<file path="config.mk">
export PLATFORM = sky130hd
export DESIGN_NAME = sd_spi_host_sequencer_flat
export DESIGN_NICKNAME = d
export VERILOG_FILES = /design/src/rtl/sdsh_pkg.sv /design/src/rtl/sdsh_in_if.sv /design/src/rtl/sdsh_out_if.sv /design/src/rtl/sdsh_front.sv /design/src/rtl/sdsh_back.sv /design/src/rtl/sd_spi_host_sequencer.sv /design/src/flat_wrapper.sv
export SDC_FILE = /design/constraint.sdc
export NUM_CORES = 1
export LEC_CHECK = 0
export ABC_AREA = 0
export BUFFER_PORTS_ARGS = -buffer_cell sky130_fd_sc_hd__buf_2
export CAP_MARGIN = 30
export CORE_MARGIN = 2
export CORE_UTILIZATION = 43
export CTS_BUF_LIST = sky130_fd_sc_hd__clkbuf_2 sky130_fd_sc_hd__clkbuf_4 sky130_fd_sc_hd__clkbuf_8
export DETAILED_ROUTE_END_ITERATION = 8
export GPL_ROUTABILITY_DRIVEN = 1
export PLACE_DENSITY = 0.65
export SLEW_MARGIN = 25
export SYNTH_ARGS = -nofsm -noshare
export SYNTH_HDL_FRONTEND = slang
export SYNTH_SLANG_ARGS = --single-unit
</file>
<file path="constraint.sdc">
create_clock -name clk -period 4.7 [get_ports clk]
set_input_delay 0.705 -clock clk [delete_from_list [all_inputs] [get_ports clk]]
set_output_delay 0.705 -clock clk [all_outputs]
set_load 0.01 [all_outputs]
</file>
<file path="src/rtl/sdsh_pkg.sv">
`default_nettype none
package sdsh_pkg;

  localparam int unsigned BLOCK_BYTES = 512;
  localparam int unsigned WAKE_BYTES  = 10;

  typedef enum logic [1:0] {
    OP_REQ  = 2'd0,
    OP_RX   = 2'd1,
    OP_WR   = 2'd2,
    OP_TICK = 2'd3
  } op_t;

  typedef enum logic [1:0] {
    RK_INIT  = 2'd0,
    RK_RD1   = 2'd1,
    RK_RDN   = 2'd2,
    RK_WR1   = 2'd3
  } req_kind_t;

  typedef enum logic [3:0] {
    PH_IDLE, PH_WAKE, PH_PRECMD, PH_BUSY, PH_FRAME, PH_RESP, PH_GAPHI, PH_PAD4,
    PH_TOKEN, PH_DATA, PH_CRC, PH_TAIL, PH_WTOKEN, PH_WNEED, PH_WDATA
  } phase_t;

  typedef enum logic [2:0] {
    K_C0, K_C8, K_C55, K_C41, K_C17, K_C18, K_C12, K_C24
  } cmd_t;

  localparam logic [2:0] ST_OK       = 3'd0;
  localparam logic [2:0] ST_NO_IDLE  = 3'd1;
  localparam logic [2:0] ST_CMD8     = 3'd2;
  localparam logic [2:0] ST_INIT_TO  = 3'd3;
  localparam logic [2:0] ST_REJECT   = 3'd4;

  typedef struct packed {
    logic [1:0]  opcode;
    logic [1:0]  request_kind;
    logic [31:0] block_address;
    logic [15:0] block_count;
    logic [9:0]  byte_length;
    logic [7:0]  rx_byte;
    logic [7:0]  write_byte;
  } in_word_t;

  typedef struct packed {
    logic       tx_valid;
    logic [7:0] tx_byte;
    logic       chip_select;
    logic       fast_clock;
    logic       read_valid;
    logic [7:0] read_byte;
    logic       need_write_byte;
    logic       done_res;
    logic [2:0] status;
  } out_word_t;

  function automatic logic [7:0] cmd_number(cmd_t c);
    case (c)
      K_C0:    return 8'd0;
      K_C8:    return 8'd8;
      K_C55:   return 8'd55;
      K_C41:   return 8'd41;
      K_C17:   return 8'd17;
      K_C18:   return 8'd18;
      K_C12:   return 8'd12;
      default: return 8'd24;
    endcase
  endfunction

  function automatic logic [7:0] cmd_check(cmd_t c);
    case (c)
      K_C0:    return 8'h95;
      K_C8:    return 8'h87;
      K_C55:   return 8'h65;
      K_C41:   return 8'h77;
      K_C18:   return 8'h57;
      default: return 8'h01;
    endcase
  endfunction

endpackage
`default_nettype wire

</file>
<file path="src/rtl/sdsh_in_if.sv">
`default_nettype none
interface sdsh_in_if import sdsh_pkg::*; ();
  logic     valid;
  logic     ready;
  in_word_t data;
  modport source (output valid, output data, input ready);
  modport sink (input valid, input data, output ready);
endinterface
`default_nettype wire

</file>
<file path="src/rtl/sdsh_out_if.sv">
`default_nettype none
interface sdsh_out_if import sdsh_pkg::*; ();
  logic      valid;
  logic      ready;
  out_word_t data;
  modport source (output valid, output data, input ready);
  modport sink (input valid, input data, output ready);
endinterface
`default_nettype wire

</file>
<file path="src/rtl/sdsh_front.sv">
`default_nettype none
// Accepts words and pushes them into a 2-entry queue for the back end.
module sdsh_front import sdsh_pkg::*; (
  input  wire logic     clk,
  input  wire logic     rst_n,
  sdsh_in_if.sink       in_ch,
  output in_word_t      q_data,
  output logic          q_valid,
  input  wire logic     q_pop
);
  in_word_t  mem_r [2];
  logic      wp_r, rp_r;
  logic [1:0] cnt_r;

  assign in_ch.ready = (cnt_r != 2'd2);
  assign q_valid     = (cnt_r != 2'd0);
  assign q_data      = mem_r[rp_r];

  logic push;
  assign push = in_ch.valid && in_ch.ready;

  always_ff @(posedge clk) begin
    if (push) mem_r[wp_r] <= in_ch.data;
  end

  always_ff @(posedge clk) begin
    if (!rst_n) begin
      wp_r <= 1'b0; rp_r <= 1'b0; cnt_r <= 2'd0;
    end else begin
      if (push) wp_r <= ~wp_r;
      if (q_pop) rp_r <= ~rp_r;
      cnt_r <= cnt_r + {1'b0, push} - {1'b0, q_pop};
    end
  end
endmodule
`default_nettype wire

</file>
<file path="src/rtl/sdsh_back.sv">
`default_nettype none
module sdsh_back import sdsh_pkg::*; (
  input  wire logic        clk,
  input  wire logic        rst_n,
  input  wire logic [15:0] timeout_ticks,
  input  wire in_word_t    q_data,
  input  wire logic        q_valid,
  output logic             q_pop,
  sdsh_out_if.source       out_ch
);
  phase_t      phase_r, phase_nxt;
  logic [9:0]  bc_r, bc_nxt;
  logic [15:0] bl_r, bl_nxt;
  logic [31:0] addr_r, addr_nxt;
  logic [9:0]  len_r, len_nxt;
  logic [15:0] el_r, el_nxt;
  logic [2:0]  fi_r, fi_nxt;
  logic        init_r, init_nxt;
  logic        cs_r, cs_nxt;
  cmd_t        cmd_r, cmd_nxt;
  logic [1:0]  rk_r, rk_nxt;
  logic        ov_r, ov_nxt;
  out_word_t   od_r, od_nxt;

  logic       can_take, has_res;
  out_word_t  o;
  logic [7:0] rx;
  logic       expired;
  logic [31:0] arg;
  logic [2:0]  fi_inc;

  assign can_take = !ov_r || out_ch.ready;
  assign q_pop    = q_valid && can_take;
  assign out_ch.valid = ov_r;
  assign out_ch.data  = od_r;
  assign rx       = q_data.rx_byte;
  assign expired  = (el_r >= timeout_ticks);
  assign fi_inc   = fi_r + 3'd1;

  always_comb begin
    case (cmd_r)
      K_C8:                 arg = 32'h0000_01AA;
      K_C41:                arg = 32'h4000_0000;
      K_C17, K_C18, K_C24:  arg = addr_r;
      default:              arg = 32'd0;
    endcase
  end

  function automatic logic [7:0] fbyte(logic [2:0] i, cmd_t c, logic [31:0] a);
    case (i)
      3'd0:    return 8'h40 | cmd_number(c);
      3'd1:    return a[31:24];
      3'd2:    return a[23:16];
      3'd3:    return a[15:8];
      3'd4:    return a[7:0];
      default: return cmd_check(c);
    endcase
  endfunction

  always_comb begin
    phase_nxt = phase_r; bc_nxt = bc_r; bl_nxt = bl_r; addr_nxt = addr_r;
    len_nxt = len_r; el_nxt = el_r; fi_nxt = fi_r; init_nxt = init_r;
    cs_nxt = cs_r; cmd_nxt = cmd_r; rk_nxt = rk_r;
    o = '0; has_res = 1'b0;

    if (q_pop) begin
      case (op_t'(q_data.opcode))
        OP_TICK: begin
          if (el_r != 16'hFFFF) el_nxt = el_r + 16'd1;
        end
        OP_REQ: begin
          if (phase_r == PH_IDLE) begin
            has_res = 1'b1;
            rk_nxt = q_data.request_kind;
            addr_nxt = q_data.block_address;
            len_nxt = (q_data.byte_length > 10'(BLOCK_BYTES)) ? 10'(BLOCK_BYTES)
                                                              : q_data.byte_length;
            o.tx_valid = 1'b1; o.tx_byte = 8'hFF;
            case (req_kind_t'(q_data.request_kind))
              RK_INIT: begin
                init_nxt = 1'b0; cs_nxt = 1'b1; bc_nxt = 10'd1; phase_nxt = PH_WAKE;
              end
              RK_RD1: begin
                cs_nxt = 1'b0; cmd_nxt = K_C17; phase_nxt = PH_PRECMD;
              end
              RK_RDN: begin
                len_nxt = 10'(BLOCK_BYTES); bl_nxt = q_data.block_count; cs_nxt = 1'b0;
                cmd_nxt = K_C18; el_nxt = '0; phase_nxt = PH_BUSY;
              end
              default: begin
                cs_nxt = 1'b0; cmd_nxt = K_C24; el_nxt = '0; phase_nxt = PH_BUSY;
              end
            endcase
          end
        end
        OP_WR: begin
          if (phase_r == PH_WNEED) begin
            has_res = 1'b1; phase_nxt = PH_WDATA;
            o.tx_valid = 1'b1; o.tx_byte = q_data.write_byte;
          end
        end
        default: begin
          if (phase_r != PH_IDLE && phase_r != PH_WNEED) begin
            has_res = 1'b1;
            o.tx_valid = 1'b1; o.tx_byte = 8'hFF;
            case (phase_r)
              PH_WAKE: begin
                if (bc_r < 10'(WAKE_BYTES)) bc_nxt = bc_r + 10'd1;
                else begin cs_nxt = 1'b0; cmd_nxt = K_C0; phase_nxt = PH_PRECMD; end
              end
              PH_PRECMD: begin
                el_nxt = '0; phase_nxt = PH_BUSY;
              end
              PH_BUSY: begin
                if (rx == 8'hFF || expired) begin
                  fi_nxt = 3'd0; phase_nxt = PH_FRAME;
                  o.tx_byte = fbyte(3'd0, cmd_r, arg);
                end
              end
              PH_FRAME: begin
                fi_nxt = fi_inc;
                if (fi_inc < 3'd6) o.tx_byte = fbyte(fi_inc, cmd_r, arg);
                else if (cmd_r == K_C55) begin bc_nxt = '0; phase_nxt = PH_PAD4; end
                else if (cmd_r == K_C12) begin bc_nxt = '0; phase_nxt = PH_CRC; end
                else begin el_nxt = '0; phase_nxt = PH_RESP; end
              end
              PH_RESP: begin
                if (rx != 8'hFF || expired) begin
                  // rx stands for the R1 value; a timeout leaves it 0xFF
                  case (cmd_r)
                    K_C0, K_C8: begin
                      if (rx == 8'h01) begin cs_nxt = 1'b1; phase_nxt = PH_GAPHI; end
                      else begin
                        o.tx_valid = 1'b0; o.tx_byte = '0; o.done_res = 1'b1;
                        o.status = (cmd_r == K_C0) ? ST_NO_IDLE : ST_CMD8;
                        cs_nxt = 1'b1; phase_nxt = PH_IDLE;
                      end
                    end
                    K_C41: begin
                      if (rx == 8'h00) begin cs_nxt = 1'b1; phase_nxt = PH_TAIL; end
                      else if (expired) begin
                        o.tx_valid = 1'b0; o.tx_byte = '0; o.done_res = 1'b1;
                        o.status = ST_INIT_TO; cs_nxt = 1'b1; phase_nxt = PH_IDLE;
                      end else begin
                        cs_nxt = 1'b0; cmd_nxt = K_C55; phase_nxt = PH_PRECMD;
                      end
                    end
                    default: begin
                      if (rx == 8'h00) begin
                        if (cmd_r == K_C17) phase_nxt = PH_TOKEN;
                        else if (cmd_r == K_C18) begin
                          if (bl_r != '0) phase_nxt = PH_TOKEN;
                          else begin cmd_nxt = K_C12; el_nxt = '0; phase_nxt = PH_BUSY; end
                        end else begin
                          phase_nxt = PH_WTOKEN; o.tx_byte = 8'hFE;
                        end
                      end else begin
                        o.tx_valid = 1'b0; o.tx_byte = '0; o.done_res = 1'b1;
                        o.status = ST_REJECT; cs_nxt = 1'b1; phase_nxt = PH_IDLE;
                      end
                    end
                  endcase
                end
              end
              PH_GAPHI: begin
                cs_nxt = 1'b0;
                if (cmd_r == K_C0) begin cmd_nxt = K_C8; el_nxt = '0; phase_nxt = PH_BUSY; end
                else begin cmd_nxt = K_C55; phase_nxt = PH_PRECMD; end
              end
              PH_PAD4: begin
                bc_nxt = bc_r + 10'd1;
                if (bc_r + 10'd1 >= 10'd4) begin
                  cmd_nxt = K_C41; el_nxt = '0; phase_nxt = PH_BUSY;
                end
              end
              PH_TOKEN: begin
                if (rx == 8'hFE) begin bc_nxt = '0; phase_nxt = PH_DATA; end
              end
              PH_DATA: begin
                if (bc_r < len_r) begin o.read_valid = 1'b1; o.read_byte = rx; end
                bc_nxt = bc_r + 10'd1;
                if (bc_r == 10'(BLOCK_BYTES - 1)) begin
                  if (rk_r == 2'(RK_RDN)) begin
                    bl_nxt = bl_r - 16'd1;
                    if (bl_r != 16'd1) phase_nxt = PH_TOKEN;
                    else begin cmd_nxt = K_C12; el_nxt = '0; phase_nxt = PH_BUSY; end
                  end else begin bc_nxt = '0; phase_nxt = PH_CRC; end
                end
              end
              PH_CRC: begin
                bc_nxt = bc_r + 10'd1;
                if (bc_r != 10'd0) begin cs_nxt = 1'b1; phase_nxt = PH_TAIL; end
              end
              PH_TAIL: begin
                if (rk_r == 2'(RK_INIT)) init_nxt = 1'b1;
                o.tx_valid = 1'b0; o.tx_byte = '0; o.done_res = 1'b1; o.status = ST_OK;
                cs_nxt = 1'b1; phase_nxt = PH_IDLE;
              end
              PH_WTOKEN: begin
                bc_nxt = '0;
                if (len_r != '0) begin
                  phase_nxt = PH_WNEED; o.tx_valid = 1'b0; o.tx_byte = '0;
                  o.need_write_byte = 1'b1;
                end else begin
                  phase_nxt = PH_WDATA; o.tx_byte = 8'h00;
                end
              end
              default: begin
                bc_nxt = bc_r + 10'd1;
                if (bc_r == 10'(BLOCK_BYTES - 1)) begin bc_nxt = '0; phase_nxt = PH_CRC; end
                else if (bc_r + 10'd1 < len_r) begin
                  phase_nxt = PH_WNEED; o.tx_valid = 1'b0; o.tx_byte = '0;
                  o.need_write_byte = 1'b1;
                end else o.tx_byte = 8'h00;
              end
            endcase
          end
        end
      endcase
    end
    o.chip_select = cs_nxt;
    o.fast_clock  = init_nxt;
    ov_nxt = has_res ? 1'b1 : (out_ch.ready ? 1'b0 : ov_r);
    od_nxt = has_res ? o : od_r;
  end

  always_ff @(posedge clk) begin
    if (!rst_n) begin
      phase_r <= PH_IDLE; bc_r <= '0; bl_r <= '0; addr_r <= '0; len_r <= '0;
      el_r <= '0; fi_r <= '0; init_r <= 1'b0; cs_r <= 1'b1; cmd_r <= K_C0;
      rk_r <= '0; ov_r <= 1'b0;
    end else begin
      phase_r <= phase_nxt; bc_r <= bc_nxt; bl_r <= bl_nxt; addr_r <= addr_nxt;
      len_r <= len_nxt; el_r <= el_nxt; fi_r <= fi_nxt; init_r <= init_nxt;
      cs_r <= cs_nxt; cmd_r <= cmd_nxt; rk_r <= rk_nxt; ov_r <= ov_nxt;
    end
  end

  always_ff @(posedge clk) begin
    od_r <= od_nxt;
  end
endmodule
`default_nettype wire

</file>
<file path="src/rtl/sd_spi_host_sequencer.sv">
`default_nettype none
// SD SPI-mode host sequencer: one word accepted per cycle sustained while
// the output is not stalled. A word is registered in the 2-entry queue, and
// the sequencer then registers its result in its output register.
// Ticks and ignored words give no result word.
// Synchronous active-low reset: idle, card deselected, timeout 300 ticks.
module sd_spi_host_sequencer import sdsh_pkg::*; (
  input  wire logic        clk,
  input  wire logic        rst_n,
  sdsh_in_if.sink          in_ch,
  sdsh_out_if.source       out_ch,
  input  wire logic        cfg_we,
  input  wire logic [15:0] cfg_wdata
);
  logic [15:0] timeout_r;
  in_word_t    q_data;
  logic        q_valid, q_pop;

  always_ff @(posedge clk) begin
    if (!rst_n) timeout_r <= 16'd300;
    else if (cfg_we) timeout_r <= cfg_wdata;
  end

  sdsh_front u_front (
    .clk(clk), .rst_n(rst_n), .in_ch(in_ch),
    .q_data(q_data), .q_valid(q_valid), .q_pop(q_pop)
  );

  sdsh_back u_back (
    .clk(clk), .rst_n(rst_n), .timeout_ticks(timeout_r),
    .q_data(q_data), .q_valid(q_valid), .q_pop(q_pop), .out_ch(out_ch)
  );
endmodule
`default_nettype wire
</file>
<file path="src/flat_wrapper.sv">
// flat-port wrapper written by rule: the top's interface ports become plain ports
module sd_spi_host_sequencer_flat import sdsh_pkg::*;
  (clk, rst_n, cfg_we, cfg_wdata, in_ch_valid, in_ch_data, in_ch_ready, out_ch_valid, out_ch_data, out_ch_ready);
  sdsh_in_if in_ch_i ();
  sdsh_out_if out_ch_i ();
  input  wire logic clk;
  input  wire logic rst_n;
  input  wire logic cfg_we;
  input  wire logic [15:0] cfg_wdata;
  input wire logic [$bits(in_ch_i.valid)-1:0] in_ch_valid;
  input wire logic [$bits(in_ch_i.data)-1:0] in_ch_data;
  output wire logic [$bits(in_ch_i.ready)-1:0] in_ch_ready;
  output wire logic [$bits(out_ch_i.valid)-1:0] out_ch_valid;
  output wire logic [$bits(out_ch_i.data)-1:0] out_ch_data;
  input wire logic [$bits(out_ch_i.ready)-1:0] out_ch_ready;
  assign in_ch_i.valid = in_ch_valid;
  assign in_ch_i.data = in_ch_data;
  assign in_ch_ready = in_ch_i.ready;
  assign out_ch_valid = out_ch_i.valid;
  assign out_ch_data = out_ch_i.data;
  assign out_ch_i.ready = out_ch_ready;
  sd_spi_host_sequencer u_core (.clk(clk), .rst_n(rst_n), .in_ch(in_ch_i), .out_ch(out_ch_i), .cfg_we(cfg_we), .cfg_wdata(cfg_wdata));
endmodule
</file>
==> flow_metrics.env, run 1 <==
export IMPL_status="completed"
export IMPL_yosysTopAreaCell="edfxtp_1"
export IMPL_drt_total_wl_mm=38.2
export IMPL_synth_area_mm2=0.0150
export IMPL_cts_root_buffer="clkbuf_8"
export IMPL_synth_top_family_by_area="compound AO/OA/AOI/OAI gates"
export IMPL_synth_async_reset_ratio_pct=0
export IMPL_synth_fp_nets=1572
export IMPL_synth_top_area_share_pct=36.2
export IMPL_worstSetupPathType="register to register"
export IMPL_yosys_warnings=0
export IMPL_die_h_um=191
export IMPL_drv_slew=0
export IMPL_fp_row_count=68
export IMPL_synth_xor_xnor_area_share_pct=1.11
export IMPL_wl_per_cell_um=18.8
export IMPL_yosys_area_share_simple_pct=15.6
export IMPL_cts_made_buffers=52
export IMPL_synthFlopType="edfxtp_1"
export IMPL_stdcell_area_mm2=0.0172
export IMPL_yosys_area_share_adder_pct=5.00
export IMPL_grt_total_usage_pct=21.0
export IMPL_p_sw_w=0.00268
export IMPL_start_kind="register"
export IMPL_synth_area_per_cell_um2=10.6
export IMPL_rsz0062_at_grt="false"
export IMPL_dpl_cell_area_mm2=0.0161
export IMPL_end_kind="register"
export IMPL_cp_arrival_ns=4.09
export IMPL_fmax_ghz=0.281
export IMPL_core_area_mm2=0.0345
export IMPL_n_antenna_cell=0
export IMPL_grt_max_degree=66
export IMPL_postCtsResizedCells=0
export IMPL_dp_hpwl_mm=26.4
export IMPL_required_ns=5.23
export IMPL_cts_setup_buffers=0
export IMPL_synth_seq_area_share_pct=52.2
export IMPL_antenna_found_initial=1
export IMPL_synthMostInstantiatedCell="edfxtp_1"
export IMPL_p_int_w=0.00543
export IMPL_hold_viol=0
export IMPL_utilization_pct=50.0
export IMPL_routed_via_density=5.65
export IMPL_setup_violations=0
export IMPL_drc_errors=0
export IMPL_p_leak_nw=6.80
export IMPL_slew_headroom_pct=42.4
export IMPL_worstMarginPinSlew_ns=0.859
export IMPL_synth_seq_cells=301
export IMPL_clk_pin_slew_worst_paths_ns=0.06
export IMPL_muxShareOfSynthArea_pct=6.01
export IMPL_pwr_share_seq_pct=41.9
export IMPL_start_util_pct=43.6
export IMPL_die_area_mm2=0.0364
export IMPL_final_antenna_net_count=0
export IMPL_path_max_fanout=17
export IMPL_timing_final_crit_share_pct=75.7
export IMPL_grt_pass1_wl_mm=60.0
export IMPL_power_frac_comb_pct=27.5
export IMPL_die_width_um=191
export IMPL_power_density_mw_per_mm2=471
export IMPL_synth_area_leaders="edfxtp_1, dfxtp_1, ha_1"
export IMPL_nets=1698
export IMPL_portBuffers=125
export IMPL_design_portCount=126
export IMPL_switching_share_pct=33.0
export IMPL_hold_buffers=0
export IMPL_drive_above_1_share_pct=18.0
export IMPL_place_congestion=0.952
export IMPL_cts_max_level=2
export IMPL_hold_class="primary input to register"
export IMPL_cts_tree="done"
export IMPL_ir_worst_vdd_v=0.000321
export IMPL_overflow=0
export IMPL_synth_edf_count=181
export IMPL_clock_latency_ns=0.62
export IMPL_syn_inst=1413
export IMPL_grt_pass1_vias=11200
export IMPL_fin_crit_ns=3.56
export IMPL_clock_skew_final_ns=0.0230
export IMPL_area_growth_synth_to_final_pct=14.7
export IMPL_fin_setup_tns_ns=0
export IMPL_dr_pass1_iters=8
export IMPL_vias=11500
export IMPL_synth_common_cells="edfxtp_1, nand2_1, dfxtp_1"
export IMPL_maxCapViolCount=0
export IMPL_pwr_share_clk_pct=30.5
export IMPL_cts_buffer_depth=3
export IMPL_drt_iter0_drc=940
export IMPL_synth_cell_type_count=87
export IMPL_synth_compound_area_share_pct=16.5
export IMPL_clkSinkCount=301
[power by group through the flow]
stage	Combinational (W)	Clock, W	Sequential (W)
floorplan	0.00157	0	0.00340
global placement	0.00221	0	0.00344
detailed placement	0.00222	0	0.00346
CTS	0.00223	0.00255	0.00340
global route	0.00245	0.00267	0.00343
finish	0.00223	0.00248	0.00340
[critical path: stages, from the launching register on]
cell and delay (ns):
dfxtp_4 0.51, mux2i_1 0.54, inv_1 0.32, ha_1 0.38, a21oi_1 0.30, nand2_1 0.18, a21oi_1 0.27, o21ai_1 0.13
buf_4 0.22, or4_1 0.48, a21boi_1 0.14
[routing by layer]
metal	part of all wire, %	track usage, %	vias to the layer above
met5	0.037	0	-
met4	3.0	7.69	2
met3	6.8	4.47	73
met2	47	34.4	385
met1	43	27.4	5518
li1	-	-	5529
[registers in the layout (all words and copies together) (netlist names), named ones only]
signal	count
u_core.u_front.mem_r	156
u_core.u_back.el_r	16
u_core.u_front.cnt_r	2
u_core.u_back.fi_r	3
u_core.u_back.len_r	10
u_core.u_front.rp_r	1
u_core.u_back.init_r	1
u_core.u_back.phase_r	4
u_core.u_back.out_ch.valid	1
u_core.u_front.wp_r	1
u_core.u_back.bc_r	10
u_core.u_back.rk_r	2
u_core.u_back.cmd_r	3
u_core.u_back.out_ch.data	25
u_core.u_back.bl_r	16
u_core.u_back.addr_r	32
u_core.timeout_r	16
u_core.u_back.cs_r	1
[per-stage QoR]
step | hold slack [ns] | setup slack [ns] | total power [W] | std cells
floorplan | 0.459 | 0.120 | 0.00497 | 1413
global placement | 0.476 | 1.15 | 0.00566 | 1937
detailed placement | 0.486 | 1.11 | 0.00568 | 1937
CTS | 0.225 | 1.05 | 0.00818 | 2034
global route | 0.234 | 0.823 | 0.00856 | 2037
finish | 0.274 | 1.14 | 0.00811 | 2037
[final cells by class]
class                           instances  area [um^2]
Fill cell                            3136        17200
Sequential cell                       301         7840
Multi-Input combinational cell        975         6660
Clock buffer                           78          955
Timing Repair Buffer                  151          843
Tap cell                              455          569
Inverter                               58          218
Clock inverter                         19          143
[cell families (layout without fill, tap and decap cells)]
group | Yosys count | count (layout)
compound gates | 352 | 352
xor+xnor | 19 | 19
fa+ha+maj | 60 | 60
buf+inv | 137 | 306
flops | 301 | 301
mux | 88 | 88
simple gates | 456 | 456
[worst paths after layout]
| check | slack, ns | cells past startpoint | end | from |
|---|---|---|---|---|
| worst max-delay path | 1.14 | 10 | u_core.u_back.bc_r[3] | register |
| worst min-delay path | 0.27 | 1 | u_core.u_front.mem_r[1][51] | in_ch_data[51] |
| worst max register to register | 1.14 | 10 | u_core.u_back.bc_r[3] | register |
| worst min register to register | 0.50 | 2 | u_core.timeout_r[8] | u_core.timeout_r[8] |
[placed cells by master, fill, tap and decap left out, types with 13 or more instances in the layout]
cell	Yosys	layout
a211oi_1	14	14
a21o_1	14	14
a21oi_1	70	70
a22oi_1	17	17
a31oi_1	14	14
and2_1	14	14
and3_1	14	13
buf_2	13	126
buf_4	2	23
clkbuf_4	0	19
clkbuf_8	0	59
dfxtp_1	120	119
edfxtp_1	181	181
ha_1	60	60
inv_1	57	57
mux2_2	14	14
mux2i_1	73	73
nand2_1	124	124
nand2b_1	14	14
nand3_1	32	32
nor2_1	90	88
nor2b_1	59	59
nor3_1	34	34
o211a_1	35	35
o211ai_1	16	16
o21ai_0	73	72
Power figures use the tool's default switching activity.
==> run 2, diff against run 1 <==
- ABC_AREA: 0 -> 1
- PLACE_DENSITY: 0.65 -> 0.63
- clock period: 4.7 -> 3.7 ns (I/O delays scaled with it)
==> flow_metrics.env, run 2 <==
export IMPL_status="completed"
export IMPL_hold_buffers=0
export IMPL_routed_via_density=5.21
export IMPL_cts_root_buffer="clkbuf_8"
export IMPL_fillers=3328
export IMPL_final_common_cell="nand2_1"
export IMPL_cts_made_buffers=53
export IMPL_utilization_pct=49.9
export IMPL_fmax_ghz=0.317
export IMPL_vias=12400
export IMPL_fp_row_count=68
export IMPL_regToRegEndpoint="u_core.u_back.bl_r[7]"
export IMPL_required_ns=4.19
export IMPL_die_area_mm2=0.0363
export IMPL_slowest_delay_ns=0.59
export IMPL_dp_hpwl_mm=27.6
export IMPL_drive_above_1_share_pct=14.4
export IMPL_hold_class="primary input to register"
export IMPL_yosysTopAreaCell="edfxtp_1"
export IMPL_grt_pass1_wl_mm=62.9
export IMPL_core_area_mm2=0.0344
export IMPL_die_h_um=190
export IMPL_p_total_w=0.0126
export IMPL_clock_skew_final_ns=0.0426
export IMPL_design_portCount=126
export IMPL_hold_viol=0
export IMPL_ir_worst_vdd_v=0.000397
export IMPL_cts_max_level=2
export IMPL_area_growth_synth_to_final_pct=14.7
export IMPL_critical_path_buf_inv_count=5
export IMPL_fin_crit_ns=3.15
export IMPL_min_to="u_core.u_front.mem_r[0][42]"
export IMPL_whs_path_depth=1
export IMPL_synth_edf_count=181
export IMPL_wl_per_cell_um=16.5
export IMPL_drt_iter0_drc=788
export IMPL_cp_slowest_cell="nor2_2"
export IMPL_grt_pass1_vias=12000
export IMPL_timing_final_crit_share_pct=85.2
export IMPL_path_max_fanout=20
export IMPL_drv_slew=0
export IMPL_drc_errors=0
export IMPL_synthFlopType="edfxtp_1"
export IMPL_overflow=0
export IMPL_final_antenna_net_count=0
export IMPL_die_width_um=190
export IMPL_cpMostUsedCell="inv_1"
export IMPL_cts_tree="done"
export IMPL_synth_area_mm2=0.0149
export IMPL_synth_fp_nets=1905
export IMPL_drt_total_wl_mm=39.2
export IMPL_portBuffers=125
export IMPL_cp_arrival_ns=3.64
export IMPL_worstSetupPathType="register to register"
export IMPL_synth_area_per_cell_um2=8.56
export IMPL_maxCapViolCount=0
export IMPL_syn_inst=1746
export IMPL_final_cell_count_no_fill=2382
export IMPL_clock_latency_ns=0.63
export IMPL_largest_register_ffs=156
export IMPL_synth_seq_area_share_pct=52.4
export IMPL_yosys_warnings=0
export IMPL_clkSinkCount=301
export IMPL_clk_pin_slew_worst_paths_ns=0.06
export IMPL_start_kind="register"
export IMPL_cts_setup_buffers=0
export IMPL_grt_max_degree=79
export IMPL_cts_buffer_depth=3
export IMPL_synth_top_area_share_pct=36.4
export IMPL_seq_area_mm2=0.00784
export IMPL_power_density_mw_per_mm2=732
export IMPL_synth_area_leaders="edfxtp_1, dfxtp_1, nand2_1"
export IMPL_place_inst=2282
export IMPL_postCtsResizedCells=0
export IMPL_grt_total_usage_pct=21.9
export IMPL_fin_setup_tns_ns=0
export IMPL_dr_pass1_iters=5
export IMPL_synth_common_cells="nand2_1, nor2_1, edfxtp_1"
export IMPL_cp_top_family="simple AND/OR/NAND/NOR gates"
export IMPL_top_register="u_core.u_front.mem_r"
export IMPL_path_cells="inv_2, or2_2, o21ai_0, inv_1, ha_1, inv_1, nand4_1, nor2_1, inv_1, nor2_2, inv_1, nand2_1, a21oi_1"
export IMPL_reg2reg_slack_ns=0.55
export IMPL_synth_cell_type_count=48
export IMPL_p_leak_nw=7.16
export IMPL_nets=2041
export IMPL_setup_violations=0
export IMPL_antenna_found_initial=2
export IMPL_synth_seq_cells=301
export IMPL_rsz0062_at_grt="false"
export IMPL_place_congestion=0.952
export IMPL_reg2reg_depth=13
export IMPL_final_cell_mix="nand2_1, nor2_1, edfxtp_1, inv_1, buf_2"
export IMPL_slew_headroom_pct=43.0
export IMPL_end_kind="register"
export IMPL_worstMarginPinSlew_ns=0.850
export IMPL_whs_ns=0.106
export IMPL_start_util_pct=43.5
export IMPL_min_delay_start="in_ch_data[42]"
export IMPL_multi_input_comb_area_mm2=0.00620
export IMPL_synth_async_reset_ratio_pct=0
export IMPL_synthMostInstantiatedCell="nand2_1"
==> run 2: cell types whose count changed after synthesis, moves of 27 or more <==
cell     delta
nand2_1   +308
nor2_1    +100
inv_1      +95
mux2i_1    -70
nand3_1    +70
nor2b_1    -59
a21oi_1    +41
o21ai_0    +41
o211a_1    -35
nand4_1    +34
a31oi_1    +27
==> run 2: cells by family (layout without fill, tap and decap cells) <==
family                     count (synthesis)  count (layout)  synth area share [%]
AOI/OAI and AO/OA                        303             303                  11.1
xor gates and xnor gates                  23              23                  1.35
adders and majority gates                 60              60                  5.02
buffers and inverters                    227             407                  6.23
DFF                                      301             301                  52.4
muxes                                      3               3                 0.201
other                                      0               1                     0
and+or+nand+nor                          829             829                  23.7
==> run 2: worst max-delay path by stage <==
| stage | end | slack, ns | depth (start not counted) | startpoint |
|---|---|---|---|---|
| after floorplan | u_core.u_back.out_ch.data[0] | 0.34 | 14 | register |
| after global placement | u_core.u_back.bl_r[14] | 0.35 | 13 | register |
| after detailed placement | u_core.u_back.bl_r[7] | 0.59 | 13 | register |
| after CTS | u_core.u_back.bl_r[7] | 0.57 | 13 | register |
| after global routing | u_core.u_back.el_r[1] | 0.26 | 13 | u_core.u_back.fi_r[0] |
| final | u_core.u_back.bl_r[7] | 0.55 | 13 | register |
==> run 2: metrics by stage <==
step                instance area [um^2]  setup slack [ns]
global route                       17100             0.259
CTS                                17100             0.567
floorplan                          15000             0.343
detailed placement                 16000             0.592
finish                             17200             0.549
global placement                   16000             0.353
==> run 2: cell type report <==
class,instances,area share (%)
flip-flops and latches,301,45.7
multi-input cells,1218,36.2
clock buffers,84,5.94
repair buffers,143,4.58
inverters,165,3.63
well taps,455,3.32
clock inverters,15,0.649
diodes,1,0.0146
==> run 2: power breakdown <==
| part | internal (W) | switching (W) | total, W |
|---|---|---|---|
| clock network | 0.00182 | 0.00138 | 0.00321 |
| registers | 0.00426 | 0.000298 | 0.00456 |
| logic | 0.00140 | 0.00339 | 0.00479 |
| total | 0.00748 | 0.00507 | 0.0126 |
==> run 2: per-layer routing <==
layer / GRT usage [%] / vias to the layer above / wire (um)
met2: 36.0 / 332 / 18300
met4: 7.84 / 2 / 1060
met1: 29.0 / 5788 / 17400
met5: 0 / - / 11
li1: - / 6221 / -
met3: 4.10 / 79 / 2390
==> run 3, diff against run 2 <==
- GPL_TIMING_DRIVEN: unset -> 0
==> flow_metrics.env, run 3 (synthesis gave the netlist of run 2 again) <==
export IMPL_min_delay_start="in_ch_data[14]"
export IMPL_p_sw_w=0.00516
export IMPL_cp_arrival_ns=3.93
export IMPL_worstSetupPathType="register to register"
export IMPL_fp_row_count=68
export IMPL_drv_slew=0
export IMPL_multi_input_comb_area_mm2=0.00621
export IMPL_dp_hpwl_mm=30.9
export IMPL_cp_slowest_cell="buf_1"
export IMPL_start_kind="register"
export IMPL_routed_via_density=5.21
export IMPL_cts_root_buffer="clkbuf_8"
export IMPL_pwr_share_seq_pct=36.1
export IMPL_hold_class="primary input to register"
export IMPL_path_cells="buf_6, buf_4, nand2_1, nand2_1, inv_1, ha_1, buf_2, clkinv_2, clkbuf_1, buf_1, o31ai_1, o21ai_0, a21oi_1"
export IMPL_timing_final_crit_share_pct=93.5
export IMPL_portBuffers=124
export IMPL_dr_pass1_iters=6
export IMPL_slew_headroom_pct=49.9
export IMPL_fmax_ghz=0.289
export IMPL_hold_viol=0
export IMPL_area_growth_synth_to_final_pct=16.1
export IMPL_hold_buffers=0
export IMPL_switching_share_pct=41.0
export IMPL_path_max_fanout=28
export IMPL_setup_slack_ns=0.241
export IMPL_place_congestion=0.945
export IMPL_end_kind="register"
export IMPL_core_area_mm2=0.0344
export IMPL_pwr_share_clk_pct=23.9
export IMPL_grt_busiest_layer="met2"
export IMPL_grt_total_usage_pct=23.0
export IMPL_place_ws_ns=-0.888
export IMPL_drt_iter0_drc=931
export IMPL_die_area_mm2=0.0363
export IMPL_grt_max_degree=27
export IMPL_cts_setup_buffers=0
export IMPL_p_total_w=0.0126
export IMPL_fin_crit_ns=3.46
export IMPL_cts_buffer_depth=3
export IMPL_die_width_um=190
export IMPL_power_density_mw_per_mm2=726
export IMPL_p_int_w=0.00743
export IMPL_n_antenna_cell=0
export IMPL_regToRegEndpoint="u_core.u_back.bl_r[2]"
export IMPL_clkSinkCount=301
export IMPL_rsz0062_at_grt="false"
export IMPL_largest_register_ffs=156
export IMPL_drt_total_wl_mm=41.3
export IMPL_utilization_pct=50.5
export IMPL_antenna_found_initial=1
export IMPL_setup_violations=0
export IMPL_whs_path_depth=1
export IMPL_die_h_um=190
export IMPL_required_ns=4.17
export IMPL_clock_skew_final_ns=0.0171
export IMPL_drc_errors=0
export IMPL_final_common_cell="nand2_1"
export IMPL_start_util_pct=43.5
export IMPL_slowest_delay_ns=0.50
export IMPL_cpMostUsedCell="nand2_1"
export IMPL_ir_worst_vdd_v=0.000399
export IMPL_power_frac_comb_pct=40.0
export IMPL_top_register="u_core.u_front.mem_r"
export IMPL_final_cell_mix="nand2_1, nor2_1, edfxtp_1, inv_1, buf_2"
export IMPL_reg2reg_slack_ns=0.24
export IMPL_seq_area_mm2=0.00784
export IMPL_worstMarginPinSlew_ns=0.751
export IMPL_cts_max_level=2
export IMPL_final_antenna_net_count=0
export IMPL_grt_pass1_wl_mm=64.6
export IMPL_design_portCount=126
export IMPL_maxCapViolCount=0
export IMPL_vias=12600
export IMPL_wl_per_cell_um=17.0
export IMPL_use_met2_pct=38.2
export IMPL_min_to="u_core.u_front.mem_r[1][14]"
export IMPL_clock_latency_ns=0.62
export IMPL_met3_usage_pct=3.68
export IMPL_drive_above_1_share_pct=14.2
export IMPL_reg2reg_depth=13
export IMPL_nets=2084
export IMPL_use_met1_pct=29.6
export IMPL_status="completed"
export IMPL_cts_made_buffers=50
export IMPL_clk_pin_slew_worst_paths_ns=0.06
export IMPL_cp_top_family="buffers and inverters"
export IMPL_overflow=0
export IMPL_critical_path_buf_inv_count=7
export IMPL_cts_tree="done"
export IMPL_grt_pass1_vias=12200
export IMPL_fillers=3292
export IMPL_p_leak_nw=7.24
-- run 3: changes by cell type in the layout (fill, tap and decap cells not counted), sizes merged --
cell	before	now
buf	143	150
clkbuf	84	113
clkinv	16	21
diode	1	0
-- run 3: timing repair --
action | 4_1_cts | 5_1_grt
endpoints found under the setup margin | 144 | 72
endpoints found under the hold margin | 0 | 0
pin swaps | 0 | 0
gates resized for setup | 5 | 12
-- run 3: power by group through the flow --
stage | Combinational [W] | Sequential, W | Clock (W)
after floorplan | 0.00336 | 0.00458 | 0
after global placement | 0.00487 | 0.00464 | 0
after detailed placement | 0.00498 | 0.00461 | 0
after CTS | 0.00500 | 0.00454 | 0.00309
after global routing | 0.00561 | 0.00460 | 0.00324
final | 0.00504 | 0.00454 | 0.00301
-- run 3: metal layers --
layer	up-vias	wire, um
met5	-	0
met4	0	1400
met3	76	2290
met2	387	19300
met1	5849	18300
li1	6304	-
-- run 3: area by class of cell --
type	count	area share, %
Multi-Input combinational cell	1218	35.8
Clock inverter	20	0.721
Sequential cell	301	45.2
Inverter	165	3.59
Clock buffer	74	5.29
Buffer	59	1.77
Timing Repair Buffer	130	4.36
Tap cell	455	3.28
-- run 3: worst reg2reg max path, stage by stage, from the launching register on --
cell      delay, ns
dfxtp_1        0.32
buf_6          0.13
buf_4          0.37
nand2_1        0.09
nand2_1        0.33
inv_1          0.23
ha_1           0.23
buf_2          0.18
clkinv_2       0.13
clkbuf_1       0.40
buf_1          0.51
o31ai_1        0.16
o21ai_0        0.19
a21oi_1        0.06
-- run 3: worst max path at each step --
stage	from	endpoint	slack, ns	depth (start not counted)
2_1_floorplan	register	u_core.u_back.out_ch.data[0]	0.34	14
3_3_place_gp	register	u_core.u_back.out_ch.valid	-1.34	16
3_5_place_dp	register	u_core.u_back.out_ch.valid	-0.89	16
4_1_cts	register	u_core.u_back.len_r[2]	0.10	16
5_1_grt	register	u_core.u_back.bl_r[2]	0.003	14
6_report	register	u_core.u_back.bl_r[2]	0.24	13
-- run 3: stage by stage --
| step | hold slack (ns) | cell area, um^2 | cells | TNS, ns |
|---|---|---|---|---|
| 2_1_floorplan | 0.426 | 15000 | 1746 | 0 |
| 3_3_place_gp | 0.439 | 16100 | 2325 | -215.92 |
| 3_5_place_dp | 0.447 | 16300 | 2331 | -79.10 |
| 4_1_cts | 0.0697 | 17300 | 2423 | 0 |
| 5_1_grt | 0.0921 | 17300 | 2422 | 0 |
| 6_report | 0.128 | 17300 | 2422 | 0 |
